**src/rtl/core/ctd_pkg.sv**
```systemverilog
`timescale 1ns / 1ps

package ctd_pkg;

   // number of tunable parameters
   localparam int unsigned N_TUNED = 3;

   // field widths
   localparam int unsigned IDX_W   = 3;
   localparam int unsigned VAL_W   = 32;
   localparam int unsigned DECAY_W = 16;
   localparam int unsigned CSR_W   = 32;
   localparam int unsigned CSR_IDX_W = 1;

   // parameter memory addressing
   localparam int unsigned ADDR_W = (N_TUNED > 1) ? $clog2(N_TUNED) : 1;
   localparam logic [ADDR_W-1:0] LAST_ADDR   = ADDR_W'(N_TUNED - 1);
   localparam logic [IDX_W:0]    PARAM_COUNT = (IDX_W + 1)'(N_TUNED);

   // register defaults
   localparam logic [DECAY_W-1:0] DECAY_RESET    = 16'd52429;
   localparam logic [VAL_W-1:0]   MIN_STEP_RESET = 32'd66;

   // register indexes
   localparam logic [CSR_IDX_W-1:0] CSR_DECAY    = 1'b0;
   localparam logic [CSR_IDX_W-1:0] CSR_MIN_STEP = 1'b1;

   // request kinds
   localparam logic REQ_LOAD  = 1'b0;
   localparam logic REQ_SCORE = 1'b1;

   typedef struct packed {
      logic                    req_type;
      logic [IDX_W-1:0]        entry_index;
      logic signed [VAL_W-1:0] start_value;
      logic [VAL_W-1:0]        base_step;
      logic signed [VAL_W-1:0] score;
   } ctd_req_type;

   typedef struct packed {
      logic [IDX_W-1:0]        out_index;
      logic signed [VAL_W-1:0] out_value;
      logic signed [VAL_W-1:0] best_score;
      logic                    last;
   } ctd_rsp_type;

   // one parameter entry as held in memory
   typedef struct packed {
      logic signed [VAL_W-1:0] trial;
      logic signed [VAL_W-1:0] best;
      logic signed [VAL_W-1:0] base;
      logic [VAL_W-1:0]        step;
      logic [VAL_W-1:0]        init;
   } ctd_entry_type;

   // direction / index updates from the step unit
   typedef struct packed {
      logic flip;
      logic advance;
   } ctd_flags_type;

   typedef enum logic [1:0] {
      ST_IDLE,
      ST_FETCH,
      ST_UPDATE,
      ST_EMIT
   } ctd_state_type;

endpackage

```
**src/rtl/core/ctd_param_ram.sv**
```systemverilog
`timescale 1ns / 1ps

// Parameter entry store: one write port, one read port, registered read data.
module ctd_param_ram (
   input  logic                          clock,
   input  logic                          wr_en,
   input  logic [ctd_pkg::ADDR_W-1:0]    wr_addr,
   input  ctd_pkg::ctd_entry_type        wr_data,
   input  logic                          rd_en,
   input  logic [ctd_pkg::ADDR_W-1:0]    rd_addr,
   output ctd_pkg::ctd_entry_type        rd_data
);

   ctd_pkg::ctd_entry_type mem [ctd_pkg::N_TUNED];
   ctd_pkg::ctd_entry_type rd_data_ff;

   always_ff @(posedge clock) begin
      if (wr_en) begin
         mem[wr_addr] <= wr_data;
      end
   end

   always_ff @(posedge clock) begin
      if (rd_en) begin
         rd_data_ff <= mem[rd_addr];
      end
   end

   assign rd_data = rd_data_ff;

endmodule

```
**src/rtl/core/ctd_step_unit.sv**
```systemverilog
`timescale 1ns / 1ps

// Twiddle step rule for the active entry.
// With prod_en high, step * decay is registered; the decision and the new entry use that registered product.
module ctd_step_unit (
   input  logic                              clock,
   input  logic                              prod_en,
   input  ctd_pkg::ctd_entry_type            cur,
   input  logic                              going_up,
   input  logic                              improve,
   input  logic [ctd_pkg::DECAY_W-1:0]       decay,
   input  logic [ctd_pkg::VAL_W-1:0]         min_step,
   output ctd_pkg::ctd_entry_type            nxt,
   output ctd_pkg::ctd_flags_type            flags
);

   localparam int unsigned PROD_W = ctd_pkg::VAL_W + ctd_pkg::DECAY_W;

   logic [ctd_pkg::VAL_W-1:0]        shrunk_ff;
   logic [ctd_pkg::VAL_W-1:0]        shrunk_in;
   logic [PROD_W-1:0]                prod;
   logic                             below_min;
   logic signed [ctd_pkg::VAL_W-1:0] add_val;
   logic [ctd_pkg::VAL_W-1:0]        add_step;
   logic                             add_up;
   logic signed [ctd_pkg::VAL_W+1:0] sum;
   logic signed [ctd_pkg::VAL_W-1:0] moved;
   logic signed [ctd_pkg::VAL_W-1:0] moved_clamped;

   // shrunk step, truncated Q16.16
   assign prod      = PROD_W'(cur.step) * PROD_W'(decay);
   assign shrunk_in = prod[PROD_W-1:ctd_pkg::DECAY_W];

   always_ff @(posedge clock) begin
      if (prod_en) begin
         shrunk_ff <= shrunk_in;
      end
   end

   assign below_min = (shrunk_ff < min_step);

   // shared saturating adder operands
   always_comb begin
      if (improve) begin
         add_val  = cur.trial;
         add_step = cur.step;
         add_up   = going_up;
      end else if (below_min) begin
         add_val  = cur.base;
         add_step = cur.init;
         add_up   = 1'b0;
      end else begin
         add_val  = cur.base;
         add_step = shrunk_ff;
         add_up   = going_up;
      end
   end

   // two guard bits: value plus a full 32-bit step can reach nearly 3 * 2^31 in magnitude
   assign sum = add_up ? ({{2{add_val[ctd_pkg::VAL_W-1]}}, add_val} + {2'b00, add_step})
                       : ({{2{add_val[ctd_pkg::VAL_W-1]}}, add_val} - {2'b00, add_step});

   always_comb begin
      if ((sum[ctd_pkg::VAL_W+1] != sum[ctd_pkg::VAL_W]) ||
          (sum[ctd_pkg::VAL_W] != sum[ctd_pkg::VAL_W-1])) begin
         moved = sum[ctd_pkg::VAL_W+1] ? {1'b1, {(ctd_pkg::VAL_W-1){1'b0}}}
                                       : {1'b0, {(ctd_pkg::VAL_W-1){1'b1}}};
      end else begin
         moved = sum[ctd_pkg::VAL_W-1:0];
      end
   end

   assign moved_clamped = moved[ctd_pkg::VAL_W-1] ? '0 : moved;

   // new entry and control flags
   always_comb begin
      nxt   = cur;
      flags = '0;
      if (improve) begin
         nxt.best  = cur.trial;
         nxt.base  = cur.trial;
         nxt.trial = moved;
      end else if (!below_min) begin
         nxt.step  = shrunk_ff;
         nxt.trial = moved_clamped;
      end else if (going_up) begin
         nxt.step   = cur.init;
         nxt.trial  = moved_clamped;
         flags.flip = 1'b1;
      end else begin
         nxt.step      = cur.init;
         nxt.trial     = cur.best;
         flags.advance = 1'b1;
      end
   end

endmodule

```
**src/rtl/core/coordinate_descent_tuner_top.sv**
```systemverilog
`timescale 1ns / 1ps

// Load beat: an index below N_TUNED is written to the memory at the accepting edge; busy stays low.
// Score beat: busy in FETCH (read data of the active entry, step multiply), UPDATE (update and
// write back) and EMIT over all N_TUNED entries; the first score skips straight to emission.
// Results are the registered EMIT reads, one per cycle; the next beat is taken once the tuner
// is back in IDLE. No receiver stall.
// Reset (synchronous, active high) restores the registers and tuner state; entries are not cleared.
module coordinate_descent_tuner_top (
   input  logic                              clock,
   input  logic                              reset,
   input  logic                              start,
   output logic                              busy,
   input  ctd_pkg::ctd_req_type              req_payload,
   output logic                              rsp_strobe,
   output ctd_pkg::ctd_rsp_type              rsp_payload,
   input  logic                              csr_we,
   input  logic [ctd_pkg::CSR_IDX_W-1:0]     csr_index,
   input  logic [ctd_pkg::CSR_W-1:0]         csr_wdata
);

   ctd_pkg::ctd_state_type           state_ff, state_in;
   logic [ctd_pkg::DECAY_W-1:0]      decay_ff;
   logic [ctd_pkg::VAL_W-1:0]        min_step_ff;
   logic [ctd_pkg::ADDR_W-1:0]       active_ff, active_in;
   logic                             going_up_ff, going_up_in;
   logic signed [ctd_pkg::VAL_W-1:0] best_seen_ff, best_seen_in;
   logic                             have_best_ff, have_best_in;
   logic signed [ctd_pkg::VAL_W-1:0] score_ff;
   logic [ctd_pkg::ADDR_W-1:0]       cnt_ff, cnt_in;
   logic                             rsp_valid_ff;
   logic [ctd_pkg::ADDR_W-1:0]       rsp_idx_ff;
   logic                             rsp_last_ff;

   logic                             accept;
   logic                             load_ok;
   logic                             improve;
   logic                             mem_we;
   logic [ctd_pkg::ADDR_W-1:0]       mem_waddr;
   ctd_pkg::ctd_entry_type           mem_wdata;
   logic                             mem_re;
   logic [ctd_pkg::ADDR_W-1:0]       mem_raddr;
   ctd_pkg::ctd_entry_type           mem_rdata;
   ctd_pkg::ctd_entry_type           load_entry;
   ctd_pkg::ctd_entry_type           upd_entry;
   ctd_pkg::ctd_flags_type           upd_flags;
   logic                             prod_en;
   logic                             emit_go;

   assign accept  = start && !busy;
   assign load_ok = ({1'b0, req_payload.entry_index} < ctd_pkg::PARAM_COUNT);
   assign improve = (score_ff > best_seen_ff);

   // load beat entry
   always_comb begin
      load_entry.trial = req_payload.start_value;
      load_entry.best  = req_payload.start_value;
      load_entry.base  = req_payload.start_value;
      load_entry.step  = req_payload.base_step;
      load_entry.init  = req_payload.base_step;
   end

   // configuration registers
   always_ff @(posedge clock) begin
      if (reset) begin
         decay_ff    <= ctd_pkg::DECAY_RESET;
         min_step_ff <= ctd_pkg::MIN_STEP_RESET;
      end else if (csr_we) begin
         case (csr_index)
            ctd_pkg::CSR_DECAY:    decay_ff    <= csr_wdata[ctd_pkg::DECAY_W-1:0];
            ctd_pkg::CSR_MIN_STEP: min_step_ff <= csr_wdata[ctd_pkg::VAL_W-1:0];
            default: ;
         endcase
      end
   end

   // next state
   always_comb begin
      state_in = state_ff;
      case (state_ff)
         ctd_pkg::ST_IDLE: begin
            if (accept && req_payload.req_type == ctd_pkg::REQ_SCORE) begin
               state_in = have_best_ff ? ctd_pkg::ST_FETCH : ctd_pkg::ST_EMIT;
            end
         end
         ctd_pkg::ST_FETCH:  state_in = ctd_pkg::ST_UPDATE;
         ctd_pkg::ST_UPDATE: state_in = ctd_pkg::ST_EMIT;
         ctd_pkg::ST_EMIT: begin
            if (cnt_ff == ctd_pkg::LAST_ADDR) begin
               state_in = ctd_pkg::ST_IDLE;
            end
         end
         default: state_in = ctd_pkg::ST_IDLE;
      endcase
   end

   // control outputs
   always_comb begin
      busy      = 1'b1;
      mem_we    = 1'b0;
      mem_waddr = active_ff;
      mem_wdata = upd_entry;
      mem_re    = 1'b0;
      mem_raddr = active_ff;
      prod_en   = 1'b0;
      emit_go   = 1'b0;
      case (state_ff)
         ctd_pkg::ST_IDLE: begin
            busy = 1'b0;
            if (accept && req_payload.req_type == ctd_pkg::REQ_LOAD && load_ok) begin
               mem_we    = 1'b1;
               mem_waddr = req_payload.entry_index[ctd_pkg::ADDR_W-1:0];
               mem_wdata = load_entry;
            end
            if (accept && req_payload.req_type == ctd_pkg::REQ_SCORE && have_best_ff) begin
               mem_re = 1'b1;
            end
         end
         ctd_pkg::ST_FETCH: begin
            prod_en = 1'b1;
         end
         ctd_pkg::ST_UPDATE: begin
            mem_we = 1'b1;
         end
         ctd_pkg::ST_EMIT: begin
            mem_re    = 1'b1;
            mem_raddr = cnt_ff;
            emit_go   = 1'b1;
         end
         default: ;
      endcase
   end

   // tuner score state
   always_comb begin
      active_in    = active_ff;
      going_up_in  = going_up_ff;
      best_seen_in = best_seen_ff;
      have_best_in = have_best_ff;
      if (accept && req_payload.req_type == ctd_pkg::REQ_SCORE && !have_best_ff) begin
         have_best_in = 1'b1;
         best_seen_in = req_payload.score;
      end
      if (state_ff == ctd_pkg::ST_UPDATE) begin
         if (improve) begin
            best_seen_in = score_ff;
         end
         if (upd_flags.flip) begin
            going_up_in = 1'b0;
         end
         if (upd_flags.advance) begin
            going_up_in = 1'b1;
            active_in   = (active_ff == ctd_pkg::LAST_ADDR) ? '0 : active_ff + 1'b1;
         end
      end
   end

   assign cnt_in = (emit_go && cnt_ff != ctd_pkg::LAST_ADDR) ? cnt_ff + 1'b1 : '0;

   always_ff @(posedge clock) begin
      if (reset) begin
         state_ff     <= ctd_pkg::ST_IDLE;
         active_ff    <= '0;
         going_up_ff  <= 1'b1;
         best_seen_ff <= '0;
         have_best_ff <= 1'b0;
         cnt_ff       <= '0;
         rsp_valid_ff <= 1'b0;
      end else begin
         state_ff     <= state_in;
         active_ff    <= active_in;
         going_up_ff  <= going_up_in;
         best_seen_ff <= best_seen_in;
         have_best_ff <= have_best_in;
         cnt_ff       <= cnt_in;
         rsp_valid_ff <= emit_go;
      end
   end

   // payload registers
   always_ff @(posedge clock) begin
      if (accept) begin
         score_ff <= req_payload.score;
      end
      rsp_idx_ff  <= cnt_ff;
      rsp_last_ff <= (cnt_ff == ctd_pkg::LAST_ADDR);
   end

   ctd_param_ram u_ram (
      .clock   (clock),
      .wr_en   (mem_we),
      .wr_addr (mem_waddr),
      .wr_data (mem_wdata),
      .rd_en   (mem_re),
      .rd_addr (mem_raddr),
      .rd_data (mem_rdata)
   );

   ctd_step_unit u_step (
      .clock    (clock),
      .prod_en  (prod_en),
      .cur      (mem_rdata),
      .going_up (going_up_ff),
      .improve  (improve),
      .decay    (decay_ff),
      .min_step (min_step_ff),
      .nxt      (upd_entry),
      .flags    (upd_flags)
   );

   // result beat: read data of the emission sweep
   assign rsp_strobe             = rsp_valid_ff;
   assign rsp_payload.out_index  = ctd_pkg::IDX_W'(rsp_idx_ff);
   assign rsp_payload.out_value  = mem_rdata.trial;
   assign rsp_payload.best_score = best_seen_ff;
   assign rsp_payload.last       = rsp_last_ff;

endmodule

```
**config.mk**
```make
export PLATFORM = sky130hd
export DESIGN_NAME = coordinate_descent_tuner_top
export DESIGN_NICKNAME = d
export VERILOG_FILES = /design/src/rtl/core/ctd_pkg.sv /design/src/rtl/core/ctd_param_ram.sv /design/src/rtl/core/ctd_step_unit.sv /design/src/rtl/core/coordinate_descent_tuner_top.sv
export SDC_FILE = /design/constraint.sdc
export NUM_CORES = 2
export LEC_CHECK = 0
export ABC_AREA = 1
export BUFFER_PORTS_ARGS = -buffer_cell sky130_fd_sc_hd__buf_2
export CAP_MARGIN = 10
export CORE_ASPECT_RATIO = 1.25
export CORE_MARGIN = 5
export CORE_UTILIZATION = 40
export CTS_CLUSTER_SIZE = 10
export DETAILED_ROUTE_END_ITERATION = 10
export PLACE_DENSITY = 0.52
export SYNTH_ARGS = -nofsm -noshare
export SYNTH_HDL_FRONTEND = slang
export SYNTH_SLANG_ARGS = --single-unit
```
**constraint.sdc**
```tcl
create_clock -name clock -period 13.5 [get_ports clock]
set_input_delay 0.675 -clock clock [delete_from_list [all_inputs] [get_ports clock]]
set_output_delay 0.675 -clock clock [all_outputs]
set_load 0.01 [all_outputs]
```
==> metrics.txt <==
CP top delay family simple AND/OR/NAND/NOR gates; Post-synth EDFFs just over 700; die area 136000 sq um; Final Max Slew Viols 0; adder-cell share of the synthesized area 21.5%; max incr delay on CP 800 ps; share of cells above drive strength 1 under 10%; register bit total from synthesis about 800; Die H around 400 microns; Final TNS setup 0 ps; simple-gate portion of the synthesized area roughly 15%; Yosys top cell area share 41.0%; first-pass GRT wire length 236000 microns; CP most frequent cell nand2_1; Worst-path clk slew ~60 ps; CP Buf/Inv Count 4; post-CTS sizing 0; Post-CTS Hold Buffers 0; status complete, no violations; post-DP HPWL approximately 110000 microns; antenna violations before repair 3; mux share of post-synthesis cell area 0.0218%; Mapped Nets slightly above 6000; CTS tree done; Post-CTS Setup Inserts 0; Starting DRT DRC Count 2628; Cell Rows approximately 150; pin count of the biggest net entering global routing 107; f_max 0.116 GHz; Rel. slew slack around 22%; average via count per standard cell approximately 5.2; htree depth 3; largest cells by area after synthesis edfxtp_1 (41%), fa_1 (16%), nand2_1 (11%); latest clock arrival within the worst-skew pair 690 ps; WL final 155000 microns; period utilisation layout 64.0%; synth warn 0; Crit. End Element flop; endpoints failing hold 0; largest family of logic cells by synthesized area adder cells; clock skew between 30 and 40 ps; total grt overflow 0; Main synth FF type edfxtp_1; clock sinks 796; post-synthesis compound-gate area fraction approximately 8.3%; post-synth top area cell edfxtp_1; routed len/inst 21.5 microns; Final min period between 8000 and 9000 ps; Antenna Nets Post-Route 0; unrepaired setup endpoints after global routing false; Mapped Avg Cell Area 9.49 sq um; most instantiated cells after synthesis nand2_1 (1448), inv_1 (786), edfxtp_1 (704); Syn Inst Count between 5000 and 6000; Layout area overhead 9.67%; # Max-Cap Violations 0; nets@finish 6240; register area share after synthesis 44.6%; critical path arrival 9120 ps; Post-route DRC 0; HP Class primary input to flop; Least-Margin Pin Slew between 1000 and 1500 ps; library cells used by synthesis 50; vias in the first global route 38700; Vias 37700; Final setup viols 0; GP Congestion approximately 0.89; core area 128000 sq um; Mapped Area 51600 sq um; cts bufs inserted 93; IO Pins 207; die width 331 microns; number of I/O port buffers 205; Total GRT Usage approximately 23%; largest fanout on the critical path 66; required time worst endpoint 13980 ps; Initial Util 40.2%; Critical Path Slowest Stage Cell buf_4; CTS Root Cell clkbuf_16; share of flip-flops with an asynchronous set or reset 0%; CP startpoint kind flop; buffer levels on the longest clock path 3; 1st-pass router iterations 5; post-synthesis xor/xnor area fraction 1.58%; most common cell in the netlist nand2_1; critical path type flop to flop
[cell type report]
| cell class | instances | area (sq um) |
|---|---|---|
| timing repair buffer | 270 | 1530 |
| sequential | 796 | 23000 |
| clock inverter | 12 | 153 |
| inverter | 790 | 2980 |
| clock buffer | 131 | 2510 |
| antenna | 1 | 2.50 |
| multi-input combinational | 3515 | 24200 |
| fill | 12500 | 71700 |
| tap | 1713 | 2140 |
[per-layer routing]
| metal | up-vias | routed length (microns) | global-route usage, % |
|---|---|---|---|
| met2 | 1027 | 79200 | 40.6 |
| met1 | 18900 | 62600 | 28.4 |
| met3 | 243 | 8410 | 3.39 |
| met4 | 0 | 5020 | 7.31 |
| met5 | - | 0 | 0 |
| li1 | 17600 | - | - |
[cell families (layout without fill, tap and decap cells)]
group,count (synthesis),count (layout)
buffers and inverters,1122,1203
other,1,2
DFF,796,796
and+or+nand+nor,2021,2021
muxes,1,1
adders and majority gates,637,637
xor gates and xnor gates,93,93
AOI/OAI and AO/OA,762,762
[sequential cells by signal, summed over array words and instances, names as in the netlist, 2 cells and up]
name,cells
rsp_idx_ff,2
score_ff,32
best_seen_ff,32
decay_ff,16
u_step.shrunk_ff,32
cnt_ff,2
u_ram.mem,480
min_step_ff,32
active_ff,2
u_ram.rd_data,160
state_ff,2
[worst reg2reg max path: cells and delay by family (launching register included)]
family	cells	cell delay (ps)
fa+ha+maj	2	750
buf+inv	4	1520
simple gates	23	4400
compound gates	7	1390
flops	1	390
[cell usage in the layout (no fill, tap or decap), types with 78 or more instances in the layout]
cell type	Yosys	routed
buf_2	7	205
edfxtp_1	704	704
o21ai_0	172	172
a21oi_1	301	299
a31oi_1	242	242
nand3_1	78	78
ha_1	219	218
inv_1	786	783
dfxtp_1	92	84
clkbuf_16	0	95
fa_1	418	418
nor2_1	385	381
nand2_1	1448	1444
[stage by stage]
stage	cell area (sq um)	utilization, %	std cells	hold slack, ps	setup slack, ps
final	56500	44.1	7228	197	4860
after global routing	56500	44.1	7228	168	3990
after CTS	56500	44.1	7227	152	4790
after detailed placement	53900	42.0	7084	397	4790
after global placement	53900	42.0	7084	396	5010
after floorplan	51600	-	5433	355	3390
[path summary, 6_finish.rpt]
path	startpoint	end	slack (ps)	depth (start not counted)
worst max-delay path	score_ff[31]$_DFFE_PP_	u_ram.mem[2][157]$_DFFE_PP_	4860	36
worst min-delay path	req_payload[24]	score_ff[24]$_DFFE_PP_	200	1
worst max register to register	score_ff[31]$_DFFE_PP_	u_ram.mem[2][157]$_DFFE_PP_	4860	36
worst min register to register	cnt_ff[0]$_SDFF_PP0_	rsp_idx_ff[0]$_DFF_P_	400	0
Power is not shown: default switching activity piles up to over one toggle a cycle in this logic, so the estimate is an artifact.
